<file path="src/design/gb3_pkg.sv">
// Shared types, constants and the binomial kernel for the 3x3 RGB blur.
package gb3_pkg;

    localparam int MAX_W   = 2048;
    localparam int ADDR_W  = $clog2(MAX_W);
    localparam int COL_W   = 11;
    localparam int ROW_W   = 16;
    localparam int CFG_W   = 16;
    localparam int CFG_A_W = 2;
    localparam int QDEPTH  = 4;
    localparam int QPTR_W  = $clog2(QDEPTH);

    localparam logic [CFG_A_W-1:0] CFG_WIDTH  = 2'd0;
    localparam logic [CFG_A_W-1:0] CFG_HEIGHT = 2'd1;

    localparam logic [11:0]      WIDTH_RST  = 12'd640;
    localparam logic [ROW_W-1:0] HEIGHT_RST = 16'd480;

    typedef struct packed {
        logic [7:0] red;
        logic [7:0] green;
        logic [7:0] blue;
    } t_pix;

    // Window columns c-2 (0..2) and c-1 (3..5), top to bottom, plus column c.
    typedef struct packed {
        t_pix [5:0]       win;
        t_pix             top;
        t_pix             mid;
        t_pix             bot;
        logic [COL_W-1:0] col;
        logic [ROW_W-1:0] row;
        logic             blur_en;
        logic             pass_en;
        logic             done;
    } t_job;

    typedef struct packed {
        logic [COL_W-1:0] col;
        logic [ROW_W-1:0] row;
        t_pix             pix;
        logic             last;
        logic             done;
    } t_res;

    function automatic logic [7:0] blur_chan(
        input logic [7:0] a0, input logic [7:0] a1, input logic [7:0] a2,
        input logic [7:0] a3, input logic [7:0] a4, input logic [7:0] a5,
        input logic [7:0] t,  input logic [7:0] m,  input logic [7:0] b
    );
        logic [11:0] s;
        s = {4'd0, a0} + {4'd0, a2} + {4'd0, t} + {4'd0, b}
          + {3'd0, a1, 1'b0} + {3'd0, a3, 1'b0} + {3'd0, a5, 1'b0} + {3'd0, m, 1'b0}
          + {2'd0, a4, 2'b0};
        return s[11:4];
    endfunction

    function automatic t_pix blur_pix(input t_job j);
        t_pix p;
        p.red   = blur_chan(j.win[0].red, j.win[1].red, j.win[2].red,
                            j.win[3].red, j.win[4].red, j.win[5].red,
                            j.top.red, j.mid.red, j.bot.red);
        p.green = blur_chan(j.win[0].green, j.win[1].green, j.win[2].green,
                            j.win[3].green, j.win[4].green, j.win[5].green,
                            j.top.green, j.mid.green, j.bot.green);
        p.blue  = blur_chan(j.win[0].blue, j.win[1].blue, j.win[2].blue,
                            j.win[3].blue, j.win[4].blue, j.win[5].blue,
                            j.top.blue, j.mid.blue, j.bot.blue);
        return p;
    endfunction

endpackage

</file>
<file path="src/design/gb3_queue.sv">
// Short job queue between the window front end and the result back end.
module gb3_queue
    import gb3_pkg::*;
(
    input  logic i_clk,
    input  logic i_rst_n,
    input  logic i_push,
    input  t_job i_job,
    output logic o_full,
    input  logic i_pop,
    output t_job o_job,
    output logic o_empty
);

    t_job              r_mem [QDEPTH];
    logic [QPTR_W-1:0] r_wp, r_rp;
    logic [QPTR_W:0]   r_cnt;

    always_ff @(posedge i_clk) begin
        if (i_push) begin
            r_mem[r_wp] <= i_job;
        end
    end

    always_ff @(posedge i_clk) begin
        if (!i_rst_n) begin
            r_wp  <= '0;
            r_rp  <= '0;
            r_cnt <= '0;
        end else begin
            if (i_push) begin
                r_wp <= r_wp + 1'b1;
            end
            if (i_pop) begin
                r_rp <= r_rp + 1'b1;
            end
            if (i_push && !i_pop) begin
                r_cnt <= r_cnt + 1'b1;
            end else if (i_pop && !i_push) begin
                r_cnt <= r_cnt - 1'b1;
            end
        end
    end

    assign o_full  = (r_cnt == (QPTR_W + 1)'(QDEPTH));
    assign o_empty = (r_cnt == '0);
    assign o_job   = r_mem[r_rp];

endmodule

</file>
<file path="config.mk">
export PLATFORM = sky130hd
export DESIGN_NAME = gb3_queue
export DESIGN_NICKNAME = d
export VERILOG_FILES = /design/src/design/gb3_pkg.sv /design/src/design/gb3_queue.sv
export SDC_FILE = /design/constraint.sdc
export NUM_CORES = 1
export LEC_CHECK = 0
export BUFFER_PORTS_ARGS = -buffer_cell sky130_fd_sc_hd__buf_2
export CAP_MARGIN = 20
export CORE_MARGIN = 2
export CORE_UTILIZATION = 61
export CTS_CLUSTER_DIAMETER = 100
export DETAILED_ROUTE_END_ITERATION = 8
export GPL_TIMING_DRIVEN = 0
export PLACE_DENSITY = 0.9
export SLEW_MARGIN = 30
export SYNTH_ARGS = -nofsm -noshare
export SYNTH_HDL_FRONTEND = slang
export SYNTH_SLANG_ARGS = --single-unit
</file>
<file path="constraint.sdc">
create_clock -name i_clk -period 14.9 [get_ports i_clk]
set_input_delay 2.98 -clock i_clk [delete_from_list [all_inputs] [get_ports i_clk]]
set_output_delay 2.98 -clock i_clk [all_outputs]
set_load 0.05 [all_outputs]
</file>
==> impl_metrics.json <==
{
  "port-buffer-count": 497,
  "post_cts_buffers": 0,
  "synth_seq_cells": 993,
  "cp_max_fo": 10,
  "cap_violations": 0,
  "grt_pass1_wl_mm": 123,
  "path_clk_slew_ns": 0.06,
  "grt_max_degree": 43,
  "area_growth_syn_to_layout_pct": 19.4,
  "drc_errors": 0,
  "ys.warnings.count": 0,
  "drv_slew": 0,
  "cts_tree": "built",
  "max-vdd-ir-drop_v": 0.000165,
  "synth.distinct_cells": 22,
  "postCtsResizedCells": 0,
  "cts.sink_count": 993,
  "synth_common_cells": "edfxtp_1 (984), mux4_2 (246), buf_2 (25)",
  "async_flop_share": 0,
  "synthesis.area_um2": 36200,
  "floorplan.die.width_um": 248,
  "via_per_inst": 6.18,
  "grt_pass1_vias": 18471,
  "synth_ff_type": "edfxtp_1",
  "dieArea_um2": 61300,
  "dp_hpwl_mm": 51.3,
  "min_period_over_period": 0.377,
  "syn_avg_cell_area_um2": 27.2,
  "clock_skew_ns": 0.0247,
  "cts_root_buf": "clkbuf_16",
  "wl_mm": 86.9,
  "setup.worst_path.start_class": "register",
  "nNetsFinal": 2202,
  "ys_seq_area_frac": 0.822,
  "synth_edf_count": 984,
  "relSlewSlack": 0.667,
  "synthCells": 1328,
  "seqCellArea_um2": 29700,
  "gr-usage-all-layers": 0.282,
  "finalSetupViolations": 0,
  "tightest_slew_ns": 0.499,
  "powerDensity_nw_per_um2": 151,
  "max_freq_ghz": 0.178,
  "status": "complete, no violations",
  "core-area_um2": 58800,
  "initial_core_util": 0.615,
  "hold_path_class": "register to register",
  "hold_violations": 0,
  "syn-num-nets": 1584,
  "setup-tns-final_ns": 0,
  "synth_area_leaders": "edfxtp_1 (82%), mux4_2 (15%), buf_12 (1.2%)",
  "pin_count": 498,
  "cts_hold_buf": 0,
  "critPathKind": "register to output pin",
  "yosys.area.top_type": "edfxtp_1",
  "first_pass_iters": 5,
  "fillerInstances": 3066,
  "yosysTopAreaCellShare": 0.817,
  "clockBufferDepth": 3,
  "wl_per_cell_um": 30.8,
  "multiInputGateArea_um2": 5800,
  "die_h_um": 248,
  "rsz0062_at_grt": "false",
  "required_ns": 11.92,
  "yosysMostFrequentCell": "edfxtp_1",
  "end_kind": "output pin",
  "antenna_found_initial": 28,
  "drt_iter0_drc": 1657,
  "arrival_ns": 2.63,
  "drive_gt1_frac": 0.474,
  "cts_max_level": 3,
  "ant_nets": 0,
  "overflow": 0,
  "numCtsBuffers": 95,
  "clkLatencyLatePin_ns": 0.66,
  "fin_area_um2": 43200,
  "layout_min_cycle_time_ns": 5.61,
  "placed_area_um2": 40200,
  "route.vias.total": 17419,
  "p_leak_uw": 0.0146,
  "rows": 89,
  "routabilityCongestion": 0.751
}
where the power goes:
part | total (µW) | leakage [µW] | switching, µW | internal (µW)
clock | 2270 | 0.00141 | 1030 | 1250
sequential | 3250 | 0.00911 | 42.3 | 3210
combinational | 980 | 0.00405 | 684 | 296
cell type report:
cell class,instances,share of cell area
sequential,993,0.688
antenna,22,0.00127
clock inverter,65,0.0112
buffer,55,0.0150
multi-input combinational,276,0.134
clock buffer,109,0.0563
tap,773,0.0224
timing repair buffer,521,0.0710
inverter,4,0.000348
critical path, stage by stage, from the launching register on:
cell and delay [ns]:
dfxtp_1 0.36, clkbuf_2 0.41, buf_2 0.48, mux4_2 0.48, buf_2 0.26
cells by family after synthesis:
group | synth area share
buffers and inverters | 0.0182
and+or+nand+nor | 0.00252
DFF | 0.822
adders and majority gates | 0.00228
muxes | 0.154
xor gates and xnor gates | 0.00121
AOI/OAI and AO/OA | 0.000346
cells in the final DEF (no fill, tap or decap), types with 3 or more instances in the layout:
master,instances
bufinv_16,4
diode_2,22
buf_6,5
clkbuf_1,14
clkbuf_16,95
mux4_2,246
buf_2,522
and2_4,4
buf_16,13
clkinvlp_4,7
dfxtp_1,9
and2_1,5
inv_1,4
xor2_1,3
edfxtp_1,984
clkinv_1,28
ha_1,5
buf_12,33
clkinv_2,20
through the flow:
step | util | hold WS [ns] | std cells | power [µW] | setup WS, ns
finish | 0.735 | 0.594 | 2818 | 6510 | 9.29
global route | 0.734 | 0.608 | 2810 | 6680 | 9.20
CTS | 0.734 | 0.596 | 2796 | 6540 | 8.72
detailed placement | 0.684 | 0.517 | 2622 | 4270 | 9.52
global placement | 0.674 | 0.489 | 2598 | 4270 | 1.63
floorplan | - | 0.472 | 1328 | 4010 | 5.72
per-layer routing:
layer  GRT usage  up-vias  share of wire
met1       0.353     9112           0.34
met5           0        -         0.0013
li1            -     7071              -
met3      0.0744      182          0.090
met2       0.484     1036           0.53
met4      0.0988       18          0.033
flip-flops by register name, indices dropped and copies added (netlist names), named ones only:
name / count
r_mem: 984
r_rp: 2
r_wp: 2
r_cnt: 3
final timing paths:
path / startpoint / endpoint / slack, ns / cells after the start
worst min register to register: r_wp[1] / r_wp[1] / 0.59 / 2
worst min-delay path: r_wp[1] / r_wp[1] / 0.59 / 2
worst max-delay path: register / o_job[117] / 9.29 / 4
worst max register to register: r_wp[0] / r_mem[2][19] / 12.57 / 6
No activity file was read; power rests on OpenSTA's default activity.
