### config.mk
export PLATFORM = sky130hd
export DESIGN_NAME = gb3_back
export DESIGN_NICKNAME = d
export VERILOG_FILES = /design/src/design/gb3_pkg.sv /design/src/design/gb3_back.sv
export SDC_FILE = /design/constraint.sdc
export NUM_CORES = 1
export LEC_CHECK = 0
export BUFFER_PORTS_ARGS = -buffer_cell sky130_fd_sc_hd__buf_4
export CAP_MARGIN = 25
export CORE_ASPECT_RATIO = 1.4
export CORE_MARGIN = 2
export CORE_UTILIZATION = 58
export CTS_BUF_LIST = sky130_fd_sc_hd__clkbuf_4
export CTS_CLUSTER_SIZE = 16
export DETAILED_ROUTE_END_ITERATION = 6
export HOLD_SLACK_MARGIN = 0.12
export PLACE_DENSITY = 0.89
export RECOVER_POWER = 50
export SLEW_MARGIN = 25
export SYNTH_ARGS = -nofsm -noshare
export SYNTH_HDL_FRONTEND = slang
export SYNTH_SLANG_ARGS = --single-unit
### constraint.sdc
create_clock -name i_clk -period 10.2 [get_ports i_clk]
set_clock_uncertainty 0.1 [all_clocks]
set_input_delay 2.04 -clock i_clk [delete_from_list [all_inputs] [get_ports i_clk]]
set_output_delay 2.04 -clock i_clk [all_outputs]
set_load 0.02 [all_outputs]
### src/design/gb3_pkg.sv
// Shared types, constants and the binomial kernel for the 3x3 RGB blur.
package gb3_pkg;

    localparam int MAX_W   = 2048;
    localparam int ADDR_W  = $clog2(MAX_W);
    localparam int COL_W   = 11;
    localparam int ROW_W   = 16;
    localparam int CFG_W   = 16;
    localparam int CFG_A_W = 2;
    localparam int QDEPTH  = 4;
    localparam int QPTR_W  = $clog2(QDEPTH);

    localparam logic [CFG_A_W-1:0] CFG_WIDTH  = 2'd0;
    localparam logic [CFG_A_W-1:0] CFG_HEIGHT = 2'd1;

    localparam logic [11:0]      WIDTH_RST  = 12'd640;
    localparam logic [ROW_W-1:0] HEIGHT_RST = 16'd480;

    typedef struct packed {
        logic [7:0] red;
        logic [7:0] green;
        logic [7:0] blue;
    } t_pix;

    // Window columns c-2 (0..2) and c-1 (3..5), top to bottom, plus column c.
    typedef struct packed {
        t_pix [5:0]       win;
        t_pix             top;
        t_pix             mid;
        t_pix             bot;
        logic [COL_W-1:0] col;
        logic [ROW_W-1:0] row;
        logic             blur_en;
        logic             pass_en;
        logic             done;
    } t_job;

    typedef struct packed {
        logic [COL_W-1:0] col;
        logic [ROW_W-1:0] row;
        t_pix             pix;
        logic             last;
        logic             done;
    } t_res;

    function automatic logic [7:0] blur_chan(
        input logic [7:0] a0, input logic [7:0] a1, input logic [7:0] a2,
        input logic [7:0] a3, input logic [7:0] a4, input logic [7:0] a5,
        input logic [7:0] t,  input logic [7:0] m,  input logic [7:0] b
    );
        logic [11:0] s;
        s = {4'd0, a0} + {4'd0, a2} + {4'd0, t} + {4'd0, b}
          + {3'd0, a1, 1'b0} + {3'd0, a3, 1'b0} + {3'd0, a5, 1'b0} + {3'd0, m, 1'b0}
          + {2'd0, a4, 2'b0};
        return s[11:4];
    endfunction

    function automatic t_pix blur_pix(input t_job j);
        t_pix p;
        p.red   = blur_chan(j.win[0].red, j.win[1].red, j.win[2].red,
                            j.win[3].red, j.win[4].red, j.win[5].red,
                            j.top.red, j.mid.red, j.bot.red);
        p.green = blur_chan(j.win[0].green, j.win[1].green, j.win[2].green,
                            j.win[3].green, j.win[4].green, j.win[5].green,
                            j.top.green, j.mid.green, j.bot.green);
        p.blue  = blur_chan(j.win[0].blue, j.win[1].blue, j.win[2].blue,
                            j.win[3].blue, j.win[4].blue, j.win[5].blue,
                            j.top.blue, j.mid.blue, j.bot.blue);
        return p;
    endfunction

endpackage

### src/design/gb3_back.sv
// Back end: kernel sum, result ordering and output register.
module gb3_back
    import gb3_pkg::*;
(
    input  logic i_clk,
    input  logic i_rst_n,
    input  t_job i_job,
    input  logic i_empty,
    output logic o_pop,
    output logic o_valid,
    input  logic i_ready,
    output t_res o_res
);

    logic r_out_v, r_pend_v;
    t_res r_out, r_pend;
    t_res blur_res, pass_res;
    logic out_free;

    assign out_free = !r_out_v || i_ready;
    assign o_pop    = !i_empty && out_free && !r_pend_v;

    always_comb begin
        blur_res      = '0;
        blur_res.col  = i_job.col - 1'b1;
        blur_res.row  = i_job.row - 1'b1;
        blur_res.pix  = blur_pix(i_job);
        blur_res.last = !i_job.pass_en;
        blur_res.done = 1'b0;
        pass_res      = '0;
        pass_res.col  = i_job.col;
        pass_res.row  = i_job.row;
        pass_res.pix  = i_job.bot;
        pass_res.last = 1'b1;
        pass_res.done = i_job.done;
    end

    always_ff @(posedge i_clk) begin
        if (!i_rst_n) begin
            r_out_v  <= 1'b0;
            r_pend_v <= 1'b0;
        end else if (out_free) begin
            if (r_pend_v) begin
                r_out_v  <= 1'b1;
                r_pend_v <= 1'b0;
            end else if (o_pop) begin
                r_out_v  <= i_job.blur_en || i_job.pass_en;
                r_pend_v <= i_job.blur_en && i_job.pass_en;
            end else begin
                r_out_v <= 1'b0;
            end
        end
    end

    always_ff @(posedge i_clk) begin
        if (out_free) begin
            if (r_pend_v) begin
                r_out <= r_pend;
            end else if (o_pop) begin
                r_out  <= i_job.blur_en ? blur_res : pass_res;
                r_pend <= pass_res;
            end
        end
    end

    assign o_valid = r_out_v;
    assign o_res   = r_out;

endmodule

==> summary.md, run 1 <==
| Metric | Value |
|---|---|
| Status | finished with violations |
| Failing checks | design-rule violations, max-capacitance violations, max-slew violations |
| Critical Path Fanout Max | 3 |
| M3 GR Usage | 4.725% |
| Minimum clock period | 6.317 ns |
| First-pass GRT wire length | 36100 um |
| Fill cells | 1138 |
| Port bufs | 304 |
| Most used routing layer | met2 |
| Die width | 113.0 um |
| R2r startpoint | r_pend_v |
| ANT cells | 0 |
| Clock Tree Buf Depth | 2 |
| Area growth syn-to-layout | 25.84% |
| Grt ovf | 0 |
| Worst EP arrival | 6.42 ns |
| # rows | 55 |
| #FFs+latches synth | 107 |
| Worst slew margin | -83.65% |
| RSZ-0062 raised after global routing | false |
| Leak | 0.005840 uW |
| Async S/R FF share, synth | 0% |
| Mapped Cells | 871 |
| Die Y | 156.6 um |
| Worst Setup SP | i_job[33] |
| Hold-fix buffers, CTS | 0 |
| Worst Max-Slew Pin Slew | 2.755 ns |
| Layout cell share with drive strength beyond 1 | 23.37% |
| Pre-antenna DRT Iters | 7 |
| Dpl ws | 3.535 ns |
| CTS tree | yes |
| PostCTS Resize Cnt | 0 |
| Routed len/inst | 16.52 um |
| Remaining antenna violation count | 0 |
| # DRC | 16 |
| Yosys cell types | 42 |
| Worst vdd ir | 162.1 uV |
| Vias per cell | 5.149 |
| Die footprint | 17690 um2 |
| Initial DRC Count | 576 |
| I/O pins | 305 |
| Nets | 1624 |
| Detailed Place HPWL | 19480 um |
| Reg2reg setup slack | 6.27 ns |
| Syn Std Cell Area | 9642 um2 |
| GRT Util Overall | 26.31% |
| Setup TNS | 0 ns |
| Vias | 7106 |
| CTS sink cnt | 107 |
| Final setup margin | 3.883 ns |
| Critical setup path kind | in -> reg |
| Routed WL | 22790 um |
| MaxCap Viol Count | 3 |
| TritonCTS buffer count | 9 |
| Postcts setup bufs | 0 |
| Initial Utilization | 59.37% |
| Met1 Track Usage GR | 27.16% |
| Global routing met2 resource utilization | 51.81% |
| Largest net degree at the start of global routing | 73 |
| Clock-pin slew on the worst setup and hold paths | 0.16 ns |
| Final Setup Violations | 0 |
| Vias in the first global route | 7960 |
| Slew Viols, Final | 120 |
| YS warnings | 0 |
| F_max | 0.1583 GHz |
| Post-synth EDFFs | 105 |
| Post-Syn Nets | 1318 |
| # H-tree levels | 3 |
| Final core utilization | 74.71% |
| Final worst path period share | 61.94% |
| Crit path capture type | flop |
| Crit start category | primary input |
| Hold Startpoint | r_pend[27] |
| GP Congestion | 0.8591 |
| Core ar. | 16240 um2 |
| Clk root buf | clkbuf_4 |
| Initial antenna violation count | 1 |
| Share of the yosys chip area belonging to registers | 33.12% |
| Avg Cell Area, Syn | 11.07 um2 |
| Worst skew pair latency | 0.43 ns |
| Worst EP required | 10.31 ns |
| PD cells | 231.5 nW/um2 |
| Final hold vios | 0 |
| HP Class | reg -> reg |
| Ys flop type | edfxtp_1 |
==> flip-flops by register name (all words and copies together) (netlist names) <==
name      count
o_valid       1
r_pend_v      1
r_pend       52
o_res        53
==> cell usage after synthesis (3+ instances only) <==
| cell type | count | area (um2) |
|---|---|---|
| a22oi_1 | 6 | 45.04 |
| buf_1 | 3 | 11.26 |
| xor2_1 | 21 | 183.9 |
| inv_1 | 261 | 979.7 |
| nor4_1 | 5 | 31.28 |
| and3_1 | 3 | 18.77 |
| a31oi_1 | 10 | 62.56 |
| nand4b_1 | 3 | 26.28 |
| or3b_2 | 3 | 26.28 |
| edfxtp_1 | 105 | 3153 |
| fa_1 | 156 | 3123 |
| a221o_1 | 3 | 30.03 |
| o22ai_1 | 3 | 18.77 |
| a21boi_0 | 3 | 22.52 |
| clkbuf_1 | 9 | 33.78 |
| mux2i_1 | 13 | 130.1 |
| nand2b_1 | 8 | 50.05 |
| nor2_1 | 18 | 67.56 |
| nor2b_1 | 3 | 18.77 |
| a21oi_1 | 17 | 85.08 |
| nand2_1 | 59 | 221.5 |
| a21o_1 | 6 | 45.04 |
| xnor2_1 | 21 | 183.9 |
| o21ai_0 | 54 | 270.3 |
| nor3_1 | 8 | 40.04 |
| a221oi_1 | 3 | 26.28 |
| and2_1 | 9 | 56.30 |
| ha_1 | 41 | 513.0 |
==> per-layer routing <==
layer	vias to the layer above	share of wire [%]
met1	3496	33
met5	-	0.061
met2	244	58
li1	3315	-
met3	49	6.0
met4	2	3.4
==> final cells by class <==
cell class	count	area [um2]	area share, %
Clock buffer	10	75.07	0.6187
Clock inverter	5	107.6	0.8869
Inverter	261	979.7	8.075
Multi-Input combinational cell	490	5419	44.66
Sequential cell	107	3197	26.35
Tap cell	199	249.0	2.052
Timing Repair Buffer	308	2106	17.36
==> worst max-delay path, stage by stage <==
cell      delay, ns
clkbuf_1       0.16
inv_1          0.09
fa_1           0.54
inv_1          0.06
fa_1           0.51
fa_1           0.52
fa_1           0.58
or3b_2         0.46
fa_1           0.41
nand2b_1       0.16
a21oi_1        0.31
a221oi_1       0.16
mux2i_1        0.15
a221o_1        0.27
==> through the flow <==
stage / power, uW / hold slack [ns] / instances / instance area (um2)
floorplan: 2008 / 0.4000 / 871 / 9642
global placement: 2440 / 0.4037 / 1365 / 12170
detailed placement: 2567 / 0.4133 / 1365 / 12170
CTS: 2833 / 0.4470 / 1380 / 12360
global route: 3085 / 0.4783 / 1380 / 12130
finish: 2809 / 0.4326 / 1380 / 12130
==> where the power goes <==
| group | total [uW] | internal (uW) | switching, uW |
|---|---|---|---|
| Sequential | 627 | 606 | 21.2 |
| Clock | 266 | 128 | 138 |
| Combinational | 1920 | 850 | 1060 |
| Total | 2810 | 1580 | 1220 |
==> layout by cell type (no fill, tap or decap), types with 2 or more instances in the layout <==
cell type  count
mux2i_1       13
bufinv_16      3
a22oi_1        6
nand2_1       59
fa_1         156
buf_4        251
clkbuf_4      12
or4_1          2
and2_1         9
or3b_2         3
a21o_1         6
and3_1         3
a221o_1        3
nand4b_1       3
xnor2_1       21
a221oi_1       3
clkbuf_1      55
inv_6          2
nor3_1         8
o21ai_0       54
nor2b_1        3
a21boi_0       3
o22ai_1        3
nor4_1         5
edfxtp_1     105
nor2_1        18
a31oi_1       10
nand2b_1       8
a21oi_1       17
inv_1        261
xor2_1        21
nand3_1        2
ha_1          41
==> final timing paths <==
check,endpoint,depth (start not counted)
worst min register to register,o_res[27],2
worst min-delay path,o_res[27],2
worst max-delay path,o_res[9],14
worst max register to register,o_res[24],3
==> logic make-up after synthesis <==
logic type,synth area share (%)
and+or+nand+nor,6.787
AOI/OAI and AO/OA,6.540
buffers and inverters,10.68
xor gates and xnor gates,3.815
adders and majority gates,37.71
DFF,33.12
muxes,1.350
Note: power is estimated with default switching activity, not from simulation.
==> inputs of run 2 (changes only) <==
--- a/config.mk
+++ b/config.mk
@@ -9,12 +9,12 @@
 export CAP_MARGIN = 25
 export CORE_ASPECT_RATIO = 1.4
 export CORE_MARGIN = 2
-export CORE_UTILIZATION = 58
+export CORE_UTILIZATION = 54
 export CTS_BUF_LIST = sky130_fd_sc_hd__clkbuf_4
 export CTS_CLUSTER_SIZE = 16
 export DETAILED_ROUTE_END_ITERATION = 6
 export HOLD_SLACK_MARGIN = 0.12
-export PLACE_DENSITY = 0.89
+export PLACE_DENSITY = 0.84
 export RECOVER_POWER = 50
 export SLEW_MARGIN = 25
 export SYNTH_ARGS = -nofsm -noshare
==> constraint.sdc (replaced) <==
create_clock -name i_clk -period 6.6 [get_ports i_clk]
set_clock_uncertainty 0.1 [all_clocks]
set_input_delay 1.32 -clock i_clk [delete_from_list [all_inputs] [get_ports i_clk]]
set_output_delay 1.32 -clock i_clk [all_outputs]
set_load 0.02 [all_outputs]
==> summary.md, run 2 (same netlist as run 1, synthesis figures left out) <==
| Metric | Value |
|---|---|
| Status | finished with violations |
| Failing checks | max-capacitance violations, max-slew violations |
| Detailed Place HPWL | 18370 um (-5.7%) |
| Grt ovf | 0 (unchanged) |
| CTS tree | yes |
| Area growth syn-to-layout | 25.84% (unchanged) |
| Most frequent cells in the layout | inv_1 (261), buf_4 (252), fa_1 (156) |
| Crit path capture type | flop |
| PostCTS Resize Cnt | 0 (unchanged) |
| Global routing met2 resource utilization | 43.77% (-8.0 points) |
| Commonest non-fill, non-tap cell in the layout | inv_1 |
| Fill cells | 1400 (+23%) |
| Final setup margin | 1.066 ns (-2.816 ns) |
| Critical Path Fanout Max | 3 (unchanged) |
| TritonCTS buffer count | 9 (unchanged) |
| R2r startpoint | r_pend_v |
| Hold path cells | 2 (unchanged) |
| Initial antenna violation count | 1 (unchanged) |
| Minimum clock period | 5.534 ns |
| R2r worst-path depth | 3 (unchanged) |
| Crit start category | primary input |
| Dpl ws | 0.6253 ns (-2.909 ns) |
| Routed len/inst | 15.10 um (-8.6%) |
| Critical path's most frequent cell | fa_1 |
| Worst EP arrival | 5.65 ns (-0.77 ns) |
| Initial DRC Count | 400 (-31%) |
| Slew Viols, Final | 144 (+20%) |
| Worst vdd ir | 217.7 uV (+34%) |
| Vias in the first global route | 7663 (-3.7%) |
| GRT Util Overall | 23.57% (-2.7 points) |
| Port bufs | 304 (unchanged) |
| Initial Utilization | 55.41% (-4.0 points) |
| Final core utilization | 69.72% (-5.0 points) |
| Worst Max-Slew Pin Slew | 2.099 ns (-0.6556 ns) |
| Hold Startpoint | r_pend[29] |
| Nets | 1624 (unchanged) |
| M3 GR Usage | 3.321% (-1.4 points) |
| Worst Path Buf+Inv | 3 (unchanged) |
| Worst hold slack | 0.4369 ns (+0.004252 ns) |
| Layout cell share with drive strength beyond 1 | 23.43% (+0.065 points) |
| Worst skew pair latency | 0.45 ns (+0.02 ns) |
| Worst slew margin | -39.94% (+44 points) |
| CP top delay family | adder cells |
| Core ar. | 17400 um2 (+7.1%) |
| Met1 Track Usage GR | 26.44% (-0.72 points) |
| Hold EP | o_res[29] |
| Routed WL | 21410 um (-6.1%) |
| CTS sink cnt | 107 (unchanged) |
| Tot Pwr | 4169 uW (+48%) |
| HP Class | reg -> reg |
| Leak | 0.005817 uW (-0.39%) |
| Critical-path cell list | clkbuf_1 > inv_1 > fa_1 > inv_1 > fa_1 > fa_1 > fa_1 > or3b_2 > fa_1 > nand2b_1 > a21oi_1 > a221oi_1 > mux2i_1 > a221o_1 |
| MaxCap Viol Count | 4 (+1) |
| GP Congestion | 0.8655 (+0.74%) |
| Max FFs per register | 53 (unchanged) |
| Hold-fix buffers, CTS | 0 (unchanged) |
| F_max | 0.1807 GHz |
| RSZ-0062 raised after global routing | false |
| Final worst path period share | 83.84% |
| Final Setup Violations | 0 (unchanged) |
| Vias | 7018 (-1.2%) |
| # rows | 57 (+3.6%) |
| Clk root buf | clkbuf_4 |
| Reg-to-Reg End | o_res[5] |
| Largest net degree at the start of global routing | 58 (-21%) |
| Clock-pin slew on the worst setup and hold paths | 0.18 ns (+0.02 ns) |
| Worst EP required | 6.72 ns (-3.59 ns) |
| Postcts setup bufs | 0 (unchanged) |
| Clock Tree Buf Depth | 2 (unchanged) |
| PD cells | 343.6 nW/um2 (+48%) |
| Vias per cell | 4.949 (-3.9%) |
| Die Y | 162.1 um (+3.5%) |
| First-pass GRT wire length | 34580 um (-4.2%) |
| Remaining antenna violation count | 0 (unchanged) |
| # DRC | 0 (-16) |
| I/O pins | 305 (unchanged) |
| Critical setup path kind | in -> reg |
| Die footprint | 18950 um2 (+7.2%) |
| Slowest CP cell | fa_1 |
| Reg2reg setup slack | 1.75 ns (-4.52 ns) |
| Die width | 116.9 um (+3.5%) |
| Most used routing layer | met2 |
| Final hold vios | 0 (unchanged) |
| ANT cells | 0 (unchanged) |
| Setup TNS | 0 ns (unchanged) |
| Pre-antenna DRT Iters | 4 (-3) |
| CP peak stage delay | 0.57 ns (about the same) |
| # H-tree levels | 3 (unchanged) |
run 2: cell count changes in the layout (fill, tap and decap cells not counted):
cell,previous run,this run
buf_4,251,252
dfxtp_1,1,2
inv_6,2,1
clkbuf_1,55,54
bufinv_16,3,0
clkinvlp_4,0,1
clkinv_4,0,2
inv_8,0,1
clkinv_8,0,1
dfxtp_4,1,0
run 2: cell type report:
type | instances | area, um2 | share of cell area [%]
clock buffer | 10 | 75.07 | 0.6187
clock inverter | 6 | 61.31 | 0.5053
inverter | 261 | 979.7 | 8.075
multi-input combinational | 490 | 5419 | 44.66
sequential | 107 | 3193 | 26.32
tap | 236 | 295.3 | 2.434
timing repair buffer | 308 | 2110 | 17.39
run 2: tightest hold or removal path, delay by kind of cell (launching register included):
family / cells / cell delay, ns
DFF: 1 / 0.36
AOI/OAI and AO/OA: 1 / 0.06
and+or+nand+nor: 1 / 0.04
run 2: per-layer routing:
layer / routed length [um] / share of wire (%)
met5: 12 / 0.056
met4: 850 / 4.0
met3: 1157 / 5.4
met2: 11900 / 56
met1: 7483 / 35
run 2: report_power, final:
group / internal [uW] / switching, uW / leakage [uW]
clock network: 90.5 / 227 / 0.0000719
registers: 936 / 31.4 / 0.00103
logic: 1300 / 1580 / 0.00471
run 2: worst max path at each step:
| stage | start | to | slack [ns] | cells after the start |
|---|---|---|---|---|
| 2_1_floorplan | i_ready | r_pend[0] | 1.03 | 2 |
| 3_3_place_gp | i_job[41] | o_res[17] | 0.71 | 14 |
| 3_5_place_dp | i_job[41] | o_res[17] | 0.63 | 14 |
| 4_1_cts | i_job[41] | o_res[17] | 1.15 | 14 |
| 5_1_grt | i_job[33] | o_res[9] | 0.91 | 14 |
| 6_report | i_job[41] | o_res[17] | 1.07 | 14 |
run 2: metrics by stage:
step | cell area (um2) | cells
2_1_floorplan | 9642 | 871
3_3_place_gp | 12220 | 1402
3_5_place_dp | 12220 | 1402
4_1_cts | 12360 | 1418
5_1_grt | 12130 | 1418
6_report | 12130 | 1418
